==> src/hw/rtl/sbdb_pkg.sv <==
`timescale 1ns / 1ps

package sbdb_pkg;

    // Default transform length and fixed scaling constants.
    localparam int TRANSFORM_LENGTH_DEF = 256;
    localparam longint unsigned FULL_SCALE = 64'd32767;
    localparam int DB_PER_LOG2_Q16 = 197283;
    localparam logic [6:0] NOISE_FLOOR_RESET = 7'd90;

    // Result queue between the compute pipeline and the output stage.
    localparam int QUEUE_DEPTH = 32;
    localparam int QUEUE_AW = $clog2(QUEUE_DEPTH);

    // A finished display sample leaving the compute pipeline.
    typedef struct packed {
        logic               valid;
        logic signed [15:0] sample;
    } t_item;

    // Head of the result queue and its fill status.
    typedef struct packed {
        logic               valid;
        logic               full;
        logic signed [15:0] sample;
    } t_head;

    // Truncated log2 in Q6.16 of a constant, evaluated at elaboration.
    function automatic logic [21:0] log2_q16_const(input logic [63:0] x);
        int          e;
        logic [63:0] m;
        logic [15:0] frac;
        e = 0;
        for (int i = 0; i < 64; i++) begin
            if (x[i]) begin
                e = i;
            end
        end
        if (e >= 30) begin
            m = x >> (e - 30);
        end else begin
            m = x << (30 - e);
        end
        frac = '0;
        for (int i = 1; i <= 16; i++) begin
            m = (m * m) >> 30;
            if (m >= 64'h8000_0000) begin
                m = m >> 1;
                frac[16 - i] = 1'b1;
            end
        end
        return {e[5:0], frac};
    endfunction

endpackage

==> src/hw/rtl/sbdb_back.sv <==
`timescale 1ns / 1ps

module sbdb_back (
    input  logic               i_clk,
    input  logic               i_rst_n,
    input  sbdb_pkg::t_head    i_head,
    output logic               o_pop,
    output logic               o_valid,
    input  logic               i_stall,
    output logic signed [15:0] o_display_sample,
    output logic               o_second_copy
);
    import sbdb_pkg::*;

    logic               r_valid;
    logic               r_second;
    logic signed [15:0] r_sample;
    logic               w_free;

    // The output register can take a new value when empty or transferring.
    assign w_free = !r_valid || !i_stall;
    assign o_pop  = w_free && !(r_valid && !r_second) && i_head.valid;

    always_ff @(posedge i_clk) begin
        if (!i_rst_n) begin
            r_valid  <= 1'b0;
            r_second <= 1'b0;
        end else if (w_free) begin
            if (r_valid && !r_second) begin
                r_second <= 1'b1;
            end else if (i_head.valid) begin
                r_valid  <= 1'b1;
                r_second <= 1'b0;
            end else begin
                r_valid  <= 1'b0;
                r_second <= 1'b0;
            end
        end
    end

    // Sample is loaded once per bin and repeated for the second copy.
    always_ff @(posedge i_clk) begin
        if (o_pop) begin
            r_sample <= i_head.sample;
        end
    end

    assign o_valid          = r_valid;
    assign o_second_copy    = r_second;
    assign o_display_sample = r_sample;

endmodule

==> config.mk <==
export PLATFORM = sky130hd
export DESIGN_NAME = sbdb_back
export DESIGN_NICKNAME = d
export VERILOG_FILES = /design/src/hw/rtl/sbdb_pkg.sv /design/src/hw/rtl/sbdb_back.sv
export SDC_FILE = /design/constraint.sdc
export NUM_CORES = 1
export LEC_CHECK = 0
export ABC_AREA = 0
export ABC_CLOCK_PERIOD_IN_PS = 2200
export BUFFER_PORTS_ARGS = -buffer_cell sky130_fd_sc_hd__buf_2
export CORE_MARGIN = 8
export CORE_UTILIZATION = 41
export DETAILED_ROUTE_END_ITERATION = 8
export GPL_ROUTABILITY_DRIVEN = 0
export PLACE_DENSITY = 0.78
export SLEW_MARGIN = 40
export SYNTH_ARGS = -nofsm -noshare
export SYNTH_HDL_FRONTEND = slang
export SYNTH_SLANG_ARGS = --single-unit
export TNS_END_PERCENT = 50
==> constraint.sdc <==
create_clock -name i_clk -period 2.2 [get_ports i_clk]
set_input_delay 0.44 -clock i_clk [delete_from_list [all_inputs] [get_ports i_clk]]
set_output_delay 0.44 -clock i_clk [all_outputs]
set_load 0.005 [all_outputs]
# Yosys cells after proc, flatten, opt, wreduce, memory -nomap -nowiden
# Index checks and enable logic that the tools add are counted.
dict set report totals {
  regBits 18
  output_inout_bits 19
}
dict set report op_classes {
  muxes 2
  n_bitwise 1
  n_reduce_logical 9
}
# operator count
set op_table {}
lappend op_table {{zero test 1 bit} 4}
lappend op_table {{logical AND 1 bit} 3}
lappend op_table {{2-to-1 mux 1 bit} 2}
lappend op_table {{AND reduction 2 bit} 1}
lappend op_table {{logical OR 1 bit} 1}
lappend op_table {{inverter 1 bit} 1}

# Longest topological paths before layout
dict set report logic_depth {
  ltp_word 5
  depth_mapped 2
  mapped_depth_nobuf 2
}

# Worst setup path before layout
# Ideal clock, no wire load.
dict set report synth_path {
  kind {input -> output}
  startpoint {input i_stall}
  endpoint {output o_pop}
  arrival_time_ps 1026
  setup_slack_ps 734
  path_stages 2
  n_path_buf 0
  cell_sequence {nor2b_4 o21a_1}
}
dict set report synth_between {
  elab_chain_len 4
}
# element line_no
set synth_lines {}
lappend synth_lines {{start: declaration} sbdb_back.sv:9} ;# input logic i_stall,
lappend synth_lines {{zero test 1 bit} sbdb_back.sv:21} ;# assign w_free = !r_valid || !i_stall;
lappend synth_lines {{logical OR 1 bit} sbdb_back.sv:21}
lappend synth_lines {{logical AND 1 bit (2 in series)} sbdb_back.sv:22} ;# assign o_pop = w_free && !(r_valid && !r_second) && i_head.valid;
lappend synth_lines {{end: declaration} sbdb_back.sv:7} ;# output logic o_pop,
# Every way passes these cells.

# Worst setup path in the final report
dict set report layout_path {
  startpoint {register r_second (netlist: o_second_copy)}
  endpoint {output o_pop}
}
dict set report layout_between {
  elab_chain_len 5
}
# element line_no
set layout_lines {}
lappend layout_lines {{start: declaration} sbdb_back.sv:16} ;# logic r_second;
lappend layout_lines {{start signal: assignment} sbdb_back.sv:27} ;# r_second <= 1'b0;
lappend layout_lines {{start signal: assignment} sbdb_back.sv:30} ;# r_second <= 1'b1;
lappend layout_lines {{start signal: assignment} sbdb_back.sv:33} ;# r_second <= 1'b0;
lappend layout_lines {{zero test 1 bit} sbdb_back.sv:22}
lappend layout_lines {{logical AND 1 bit} sbdb_back.sv:22}
lappend layout_lines {{zero test 1 bit} sbdb_back.sv:22}
lappend layout_lines {{logical AND 1 bit (2 in series)} sbdb_back.sv:22}
# Every way passes these cells.

==> impl_metrics.ini <==
[cts]
numCtsBuffers = 3
post_cts_buffers = 0
cts_root_buf = clkbuf_4
clk_latency_ns = 0.29
cts.sinks = 18
cts.clk_slew.worst_paths_ns = 0.10
cts_tree = yes
htreeDepth = 1
holdBufCountCts = 0
cts_resized = 0
clockBufferDepth = 2

[timing]
tightest_slew_ns = 0.392
fin_setup_tns_ns = 0
slew_viol_final = 0
hold_viol = 0
period_share = 0.828
rsz0062_at_grt = false
finalSetupViolCount = 0
fin_skew_ns = 0.00765
fin_crit_ns = 1.82
max_slew_margin = 0.739
max_freq_mhz = 549

[finish]
antenna_cells = 0
drive_gt1_frac = 0.638
fin_cells = 84
nets = 91
syn_to_final_growth_pct = 42.2
final_util = 0.629
stdcell_area_um2 = 818

[placement]
dp_cells = 80
dpl_cell_area_um2 = 792
port_buffers = 38

[detailed_routing]
final_antenna_net_count = 0
drc = 0
routed_wl_um = 1300
drtPass1Iterations = 3
vias = 385
drt_iter0_markers = 2
vias_per_cell = 4.58
post_drt_wl_per_cell_um = 15.5

[floorplan]
initial_core_util = 0.442
die_width_um = 53.5
ioPinCount = 40
floorplan.die.height_um = 53.5
rows = 13
core-area_um2 = 1300
die_area_um2 = 2860

[min_path]
whs_path_depth = 1
hp-class = input port to flop

[logic_synthesis]
synth-main-ff-cell = edfxtp_1
netlist.top_cell.by_area = edfxtp_1
synth_top_area_share = 0.835
syn_area_um2 = 576
ys_ff_latch = 18
mappedNetlistNets = 47
yosysMostFrequentCell = edfxtp_1
synth_area_per_cell_um2 = 22.1
synthTopCellsByCount = edfxtp_1, dfxtp_1, nand2_1
yosys_warnings = 0
synthesis.instances = 26
async_flop_share = 0
yosysSeqAreaShare = 0.904
synth-edff-count = 16
synth_area_leaders = edfxtp_1, dfxtp_1, nor2b_4, nor3_2, and2b_1
ys_types = 9

[global_routing]
antenna_found_initial = 0
met2_usage = 0.188
grt_pass1_vias = 429
busiest_layer = met2
grt_start_max_net_pins = 11
grt_use_met1 = 0.0779
use_met3 = 0.0448
grtUsageTotal = 0.0973
grt_pass1_wl_um = 1950
grt_remaining_overflow = 0

[pwr]
powerDensity_nw_per_um2 = 768
peakVddDrop_v = 0.000495
p_leak_nw = 0.362

[setup_path]
r2r_cells = 3
critPathCaptureType = output pin
required_ns = 1.76
startpoint_type = flop
cp_max_fo = 10
critPathArrivalTime_ns = 1.38
critPathKind = flop to output pin

[status]
status = finished, final reports clean

[run]
drv_cap = 0
## cell type report
cell class / count / area [µm²]
tap: 15 / 18.8
timing repair buffer: 39 / 198
inverter: 1 / 3.75
clock buffer: 4 / 26.3
sequential: 18 / 520
multi-input combinational: 7 / 51.3
fill: 110 / 483
## metrics by stage
step	hold WS, ns	setup slack, ns	total power (W)
after CTS	0.308	0.342	0.000638
after floorplan	0.485	0.734	0.000428
after global routing	0.295	0.243	0.000655
final	0.316	0.379	0.000628
after global placement	0.478	0.529	0.000469
after detailed placement	0.493	0.488	0.000473
## layout by cell type (no fill, tap or decap)
cell type,n
nand2_1,2
buf_2,38
inv_1,1
o21ai_1,1
o21a_1,1
and2b_1,1
clkbuf_1,1
clkbuf_4,3
nor2b_4,1
edfxtp_1,16
buf_4,1
dfxtp_1,2
nor3_2,1
## layer usage
metal  vias to the layer above  wire (µm)
li1                        183          -
met1                       180        349
met2                        19        782
met3                         3        144
met4                         0         26
met5                         -          0
## kinds of logic after synthesis
logic type	after synthesis	synth area share
AOI/OAI and AO/OA	2	0.0217
DFF	18	0.904
buffers and inverters	1	0.00652
and+or+nand+nor	5	0.0674
## critical path, stage by stage, from the launching register on
cell and delay, ns:
dfxtp_1 0.35, nor2b_4 0.18, o21a_1 0.37, buf_2 0.19
## sequential cells by signal, summed over array words and instances, names as in the netlist
signal / count
o_valid: 1
o_second_copy: 1
o_display_sample: 16
## where the power goes
| group | total (W) | leakage [nW] | switching, W | internal, W |
|---|---|---|---|---|
| Combinational | 0.0000605 | 0.178 | 0.0000291 | 0.0000314 |
| Sequential | 0.000403 | 0.168 | 0.00000561 | 0.000397 |
| Clock | 0.000165 | 0.0150 | 0.0000946 | 0.0000705 |
## worst paths after layout
| check | start | endpoint | slack (ns) |
|---|---|---|---|
| max | o_second_copy$_SDFFE_PN0N_ | o_pop | 0.38 |
| min | i_head[8] | o_display_sample[8]$_DFFE_PP_ | 0.32 |
| max reg2reg | o_second_copy$_SDFFE_PN0N_ | o_display_sample[1]$_DFFE_PP_ | 0.76 |
| min reg2reg | o_valid$_SDFFE_PN0P_ | o_second_copy$_SDFFE_PN0N_ | 0.50 |
No activity file was read; power rests on OpenSTA's default activity.
