### config.mk
export PLATFORM = sky130hd
export DESIGN_NAME = sbdb_queue
export DESIGN_NICKNAME = d
export VERILOG_FILES = /design/src/hw/rtl/sbdb_pkg.sv /design/src/hw/rtl/sbdb_queue.sv
export SDC_FILE = /design/constraint.sdc
export NUM_CORES = 1
export LEC_CHECK = 0
export ABC_AREA = 1
export BUFFER_PORTS_ARGS = -buffer_cell sky130_fd_sc_hd__buf_2
export CAP_MARGIN = 20
export CORE_UTILIZATION = 40
export CTS_CLUSTER_SIZE = 24
export DETAILED_ROUTE_END_ITERATION = 10
export PLACE_DENSITY_LB_ADDON = 0.15
export SETUP_SLACK_MARGIN = 0.2
export SLEW_MARGIN = 10
export SYNTH_ARGS = -nofsm -noshare
export SYNTH_HDL_FRONTEND = slang
export SYNTH_SLANG_ARGS = --single-unit
### constraint.sdc
create_clock -name i_clk -period 3.18 [get_ports i_clk]
set_clock_uncertainty 0.2 [all_clocks]
set_input_delay 0 -clock i_clk [delete_from_list [all_inputs] [get_ports i_clk]]
set_output_delay 0 -clock i_clk [all_outputs]
set_load 0.01 [all_outputs]
### src/hw/rtl/sbdb_pkg.sv
`timescale 1ns / 1ps

package sbdb_pkg;

    // Default transform length and fixed scaling constants.
    localparam int TRANSFORM_LENGTH_DEF = 256;
    localparam longint unsigned FULL_SCALE = 64'd32767;
    localparam int DB_PER_LOG2_Q16 = 197283;
    localparam logic [6:0] NOISE_FLOOR_RESET = 7'd90;

    // Result queue between the compute pipeline and the output stage.
    localparam int QUEUE_DEPTH = 32;
    localparam int QUEUE_AW = $clog2(QUEUE_DEPTH);

    // A finished display sample leaving the compute pipeline.
    typedef struct packed {
        logic               valid;
        logic signed [15:0] sample;
    } t_item;

    // Head of the result queue and its fill status.
    typedef struct packed {
        logic               valid;
        logic               full;
        logic signed [15:0] sample;
    } t_head;

    // Truncated log2 in Q6.16 of a constant, evaluated at elaboration.
    function automatic logic [21:0] log2_q16_const(input logic [63:0] x);
        int          e;
        logic [63:0] m;
        logic [15:0] frac;
        e = 0;
        for (int i = 0; i < 64; i++) begin
            if (x[i]) begin
                e = i;
            end
        end
        if (e >= 30) begin
            m = x >> (e - 30);
        end else begin
            m = x << (30 - e);
        end
        frac = '0;
        for (int i = 1; i <= 16; i++) begin
            m = (m * m) >> 30;
            if (m >= 64'h8000_0000) begin
                m = m >> 1;
                frac[16 - i] = 1'b1;
            end
        end
        return {e[5:0], frac};
    endfunction

endpackage

### src/hw/rtl/sbdb_queue.sv
`timescale 1ns / 1ps

module sbdb_queue (
    input  logic            i_clk,
    input  logic            i_rst_n,
    input  sbdb_pkg::t_item i_item,
    input  logic            i_pop,
    output sbdb_pkg::t_head o_head
);
    import sbdb_pkg::*;

    logic signed [15:0] r_mem [0:QUEUE_DEPTH-1];
    logic [QUEUE_AW-1:0] r_wp;
    logic [QUEUE_AW-1:0] r_rp;
    logic [QUEUE_AW:0]   r_cnt;
    logic                w_pop;

    // The pipeline only pushes when it holds a credit, so room is guaranteed.
    assign w_pop = i_pop && (r_cnt != '0);

    always_ff @(posedge i_clk) begin
        if (!i_rst_n) begin
            r_wp  <= '0;
            r_rp  <= '0;
            r_cnt <= '0;
        end else begin
            if (i_item.valid) begin
                r_wp <= r_wp + 1'b1;
            end
            if (w_pop) begin
                r_rp <= r_rp + 1'b1;
            end
            if (i_item.valid && !w_pop) begin
                r_cnt <= r_cnt + 1'b1;
            end else if (!i_item.valid && w_pop) begin
                r_cnt <= r_cnt - 1'b1;
            end
        end
    end

    // Storage write.
    always_ff @(posedge i_clk) begin
        if (i_item.valid) begin
            r_mem[r_wp] <= i_item.sample;
        end
    end

    assign o_head.valid  = (r_cnt != '0);
    assign o_head.full   = (r_cnt == (QUEUE_AW + 1)'(QUEUE_DEPTH));
    assign o_head.sample = r_mem[r_rp];

endmodule

# --- Word level (Yosys, flattened, before mapping) ---
# Memory sizes are Yosys's and may differ from the RTL's. A register that Yosys moved wholly into a read port is not among the register bits.
# Cells that the tools add are included.
totals:
  out_inout_bits: 18
  n_memories: 1
  register_bits: 16
  word_cells: 22
  inputBits: 20
  mem_bits_rw: 512
mem_list:
  columns: ["memory", "words", "width", "rd", "rd_ports_with_merged_regs", "wr", "line", "source"]
  rows:
  - ["r_mem", 32, 16, 1, 1, 1, "sbdb_queue.sv:12", "logic signed [15:0] r_mem [0:QUEUE_DEPTH-1];"]
op_classes:
  add_sub_neg: 4
  n_mux: 6
  eq_ne: 1
  n_reduce_logical: 7
ops:
  columns: ["cell", "count"]
  rows:
  - ["$mux W6", 2]
  - ["$add A5 B1 Y5 const B", 2]
  - ["$mux W5", 2]
  - ["$add A6 B1 Y6 const B", 1]
  - ["$eq A6 B6 Y1 const B", 1]
  - ["$reduce_bool A6 Y1", 1]
  - ["$sub A6 B1 Y6 const B", 1]
  - ["$logic_and A1 B1 Y1", 3]
  - ["$logic_not A1 Y1", 2]
  - ["$mux W1", 2]
  - ["$reduce_bool A2 Y1", 1]

# --- Depth between registers and ports, before layout ---
logic_depth:
  depth_word: 5
  depth_mapped: 14
  ltp_nobuf: 14

# --- Least setup slack after synthesis ---
# Ideal clock, no wire load.
synth_timing:
  path_type: "register to register"
  from: "reg r_cnt[0]"
  to: "reg r_cnt[4]"
  setup_time_ps: 56
  period_less_slack_ps: 2206
  t_arrival_ps: 1950
  path_buffers: 0
  required_ps: 2924
  path_slack_ps: 974
  stages_incl_launch_ff: 11
  cell_sequence: "dfxtp_1 nor2_1 nand4_1 nand2_1 ha_1 inv_1 ha_1 a21oi_1 nand3_1 a31o_2 inv_1"
synth_lines:
  columns: ["item", "line", "source"]
  rows:
  - ["start: declaration", "sbdb_queue.sv:15", "logic [QUEUE_AW:0] r_cnt;"]
  - ["start signal: assignment", "sbdb_queue.sv:34", "r_cnt <= r_cnt + 1'b1;"]
  - ["start signal: assignment", "sbdb_queue.sv:36", "r_cnt <= r_cnt - 1'b1;"]

==> reports/qor.txt <==
# DRC: 0
DR WL met3: 2.47 mm
unrepaired setup endpoints after global routing: no
synthesis-stage register bit count: 533
global-route wire length before repair: 84.3 mm
CTS Buf Count: 58
Chip Width: 236 um
Post-Syn Instances: 1906
io pins: 38
Port-buffer cells: 37
core area: 54000 um2
Pre-antenna DRT Iters: 7
vias: 14.0k
Netlist Area Pre-Place: 22000 um2
Bufs on Longest Clock Path: 3
Fillers: 5006
Achievable Freq: 0.346 GHz
Worst Hold Launch: i_rst_n
Initial DRC Count: 1004
critical path class: register to output port
Power Total: 18200 uW
Worst-path clk slew: 0.05 ns
WL met1: 25.4 mm
dpl ws: 0.755 ns
largest net degree at the start of global routing: 129
clock root cell: clkbuf_16
final wirelength: 55.3 mm
Initial Utilization: 40.7%
Std-Cell Rows: 85
startpoint class of the critical path: register
slowest cell delay on critical path: 0.54 ns
Sink Count: 533
Mapped Nets: 1937
Post-layout nets: 2003
Yosys top cell by area: edfxtp_1
hold slack final: 0.0777 ns
R2R cell count: 7
Final period util: 91.0%
Die Ht: 236 um
Area growth syn-to-layout: 13.4%
r2r endpoint: r_wp[2]$_SDFFE_PN0P_
Syn Area/Cell: 11.5 um2
H-Tree Depth: 2
most common cell after layout, fill and taps aside: nand2_1
layout cells sized above 1: 9.31%
Min-Delay Path Class: primary input to register
Via density: 5.16
Top Layer Used: met4
routability cong.: 0.742
initial antenna violation count: 3
Synth warnings: 0
worst-margin pin slew: 0.812 ns
reg-to-reg startpoint: r_wp[0]$_SDFFE_PN0P_
main area contributors after synthesis: edfxtp_1 (70%), nand2_1 (13%), nand3_1 (9.0%)
share of the yosys chip area belonging to registers: 71.8%
final setup violating endpoints: 0
worst skew pair latency: 0.61 ns
max-slew violations: 0
grt ovf: 0
Worst Path Arrival: 2.69 ns
hpwl dp: 29.1 mm
vias in the first global route: 13.9k
number of routed nets with antenna violations: 0
Most common cell on crit path: nand2_1
Buf/Inv on CP: 3
crit-path leading delay family: buffers and inverters
outcome: finished, final reports clean
Max Cap Viol: 0
post-layout min period: 2.89 ns
Max transition margin: 45.8%
Leak Pwr: 0.00921 uW
Yosys top cell area share: 69.9%
Final TNS setup: 0 ns
Critical Path Sink Type: output port
Reg2Reg Setup Slack: 0.63 ns
WHS Path Cells: 4
die area: 55900 um2
most frequent cells in the layout: nand2_1 (746), edfxtp_1 (512), nand3_1 (395)
critical path required time: 2.98 ns
worst path cell trace: inv_2 > buf_4 > nand3_1 > nand2_1 > nand2_1 > nand2_1 > nand2_1 > nand2_1 > buf_2
post-DR wirelength/cell: 20.3 um
Tot GR Track Use: 19.9%
Cell variety after synth: 26
crit path max fanout: 40
setup slack after layout: 0.286 ns
PD cells: 729 nW/um2
final hold vios: 0
VDD IR max: 0.000420 V
routed wl met2: 26.2 mm
Crit-path slowest cell: buf_4
CTS tree: done
-- report_power, final --
part / internal [uW] / switching [uW] / leakage [uW]
Sequential: 7790 / 76.6 / 0.00479
Clock: 3630 / 2700 / 0.000872
Combinational: 1270 / 2710 / 0.00355
Total: 12700 / 5490 / 0.00921
-- how the worst max path moves through the flow --
stage	startpoint	to	slack, ns	depth (start not counted)
final	register	o_head[0]	0.29	9
after floorplan	r_cnt[0]$_SDFFE_PN0P_	r_cnt[4]$_SDFFE_PN0P_	0.97	10
after detailed placement	register	o_head[0]	0.76	10
after global placement	register	o_head[0]	0.73	10
after global routing	register	o_head[8]	0.20	9
after CTS	register	o_head[0]	0.19	10
-- routing by layer --
metal | global-route usage (%) | vias up
li1 | - | 6737
met1 | 27.4 | 6921
met2 | 32.6 | 294
met3 | 2.81 | 81
met4 | 6.06 | 0
met5 | 0 | -
-- registers in the layout (all words and copies together), names as in the netlist, named ones only --
register  flops
r_cnt         6
r_mem       512
r_wp          5
r_rp          5
-- cells in the mapped netlist --
cell / count
nor3_1: 4
inv_1: 25
buf_2: 30
a21oi_1: 12
buf_12: 2
inv_8: 1
ha_1: 10
buf_6: 26
xor2_1: 3
edfxtp_1: 512
nand2_1: 746
a31o_2: 1
a31oi_1: 1
fa_1: 1
nor2_1: 45
inv_2: 2
o21ai_0: 9
nand3_1: 395
clkbuf_1: 18
buf_1: 9
buf_4: 26
nand4_1: 2
clkinv_1: 1
dfxtp_1: 21
nor4_1: 1
xnor2_1: 3
-- worst register-to-register path: cells and delay by family, from the launching register on --
family	cells	cell delay (ns)
DFF	1	0.35
adders and majority gates	1	0.21
and+or+nand+nor	1	0.27
buffers and inverters	3	1.22
AOI/OAI and AO/OA	2	0.19
-- cells by family after synthesis --
group / Yosys count / synth area share [%]
flops: 533 / 71.8
xor+xnor: 6 / 0.239
simple gates: 1193 / 22.7
buf+inv: 140 / 4.07
fa+ha+maj: 11 / 0.660
compound gates: 23 / 0.546
-- timing repair --
action                                 CTS  global route
setup endpoints to repair               13            16
buffers inserted                         1             8
gates cloned                             1             1
pin swaps                                0             0
resized for setup                        3             1
hold buffers                            21             0
endpoints found under the hold margin  533             0
-- layout make-up --
type	count	area, um2	area share, %
clock buffers	79	1590	6.38
inverters	29	128	0.512
repair buffers	117	1050	4.21
clock inverters	28	176	0.707
flip-flops and latches	533	15800	63.4
multi-input cells	1233	5320	21.3
diodes	2	5.00	0.0201
well taps	696	871	3.49
-- metrics by stage --
stage	std cells	utilization [%]	cell area (um2)
after floorplan	1906	-	22000
final	2717	46.2	24900
after CTS	2706	46.0	24800
after detailed placement	2576	42.2	22800
after global placement	2576	42.2	22800
after global routing	2717	46.2	24900
(Power assumes the default switching activity.)
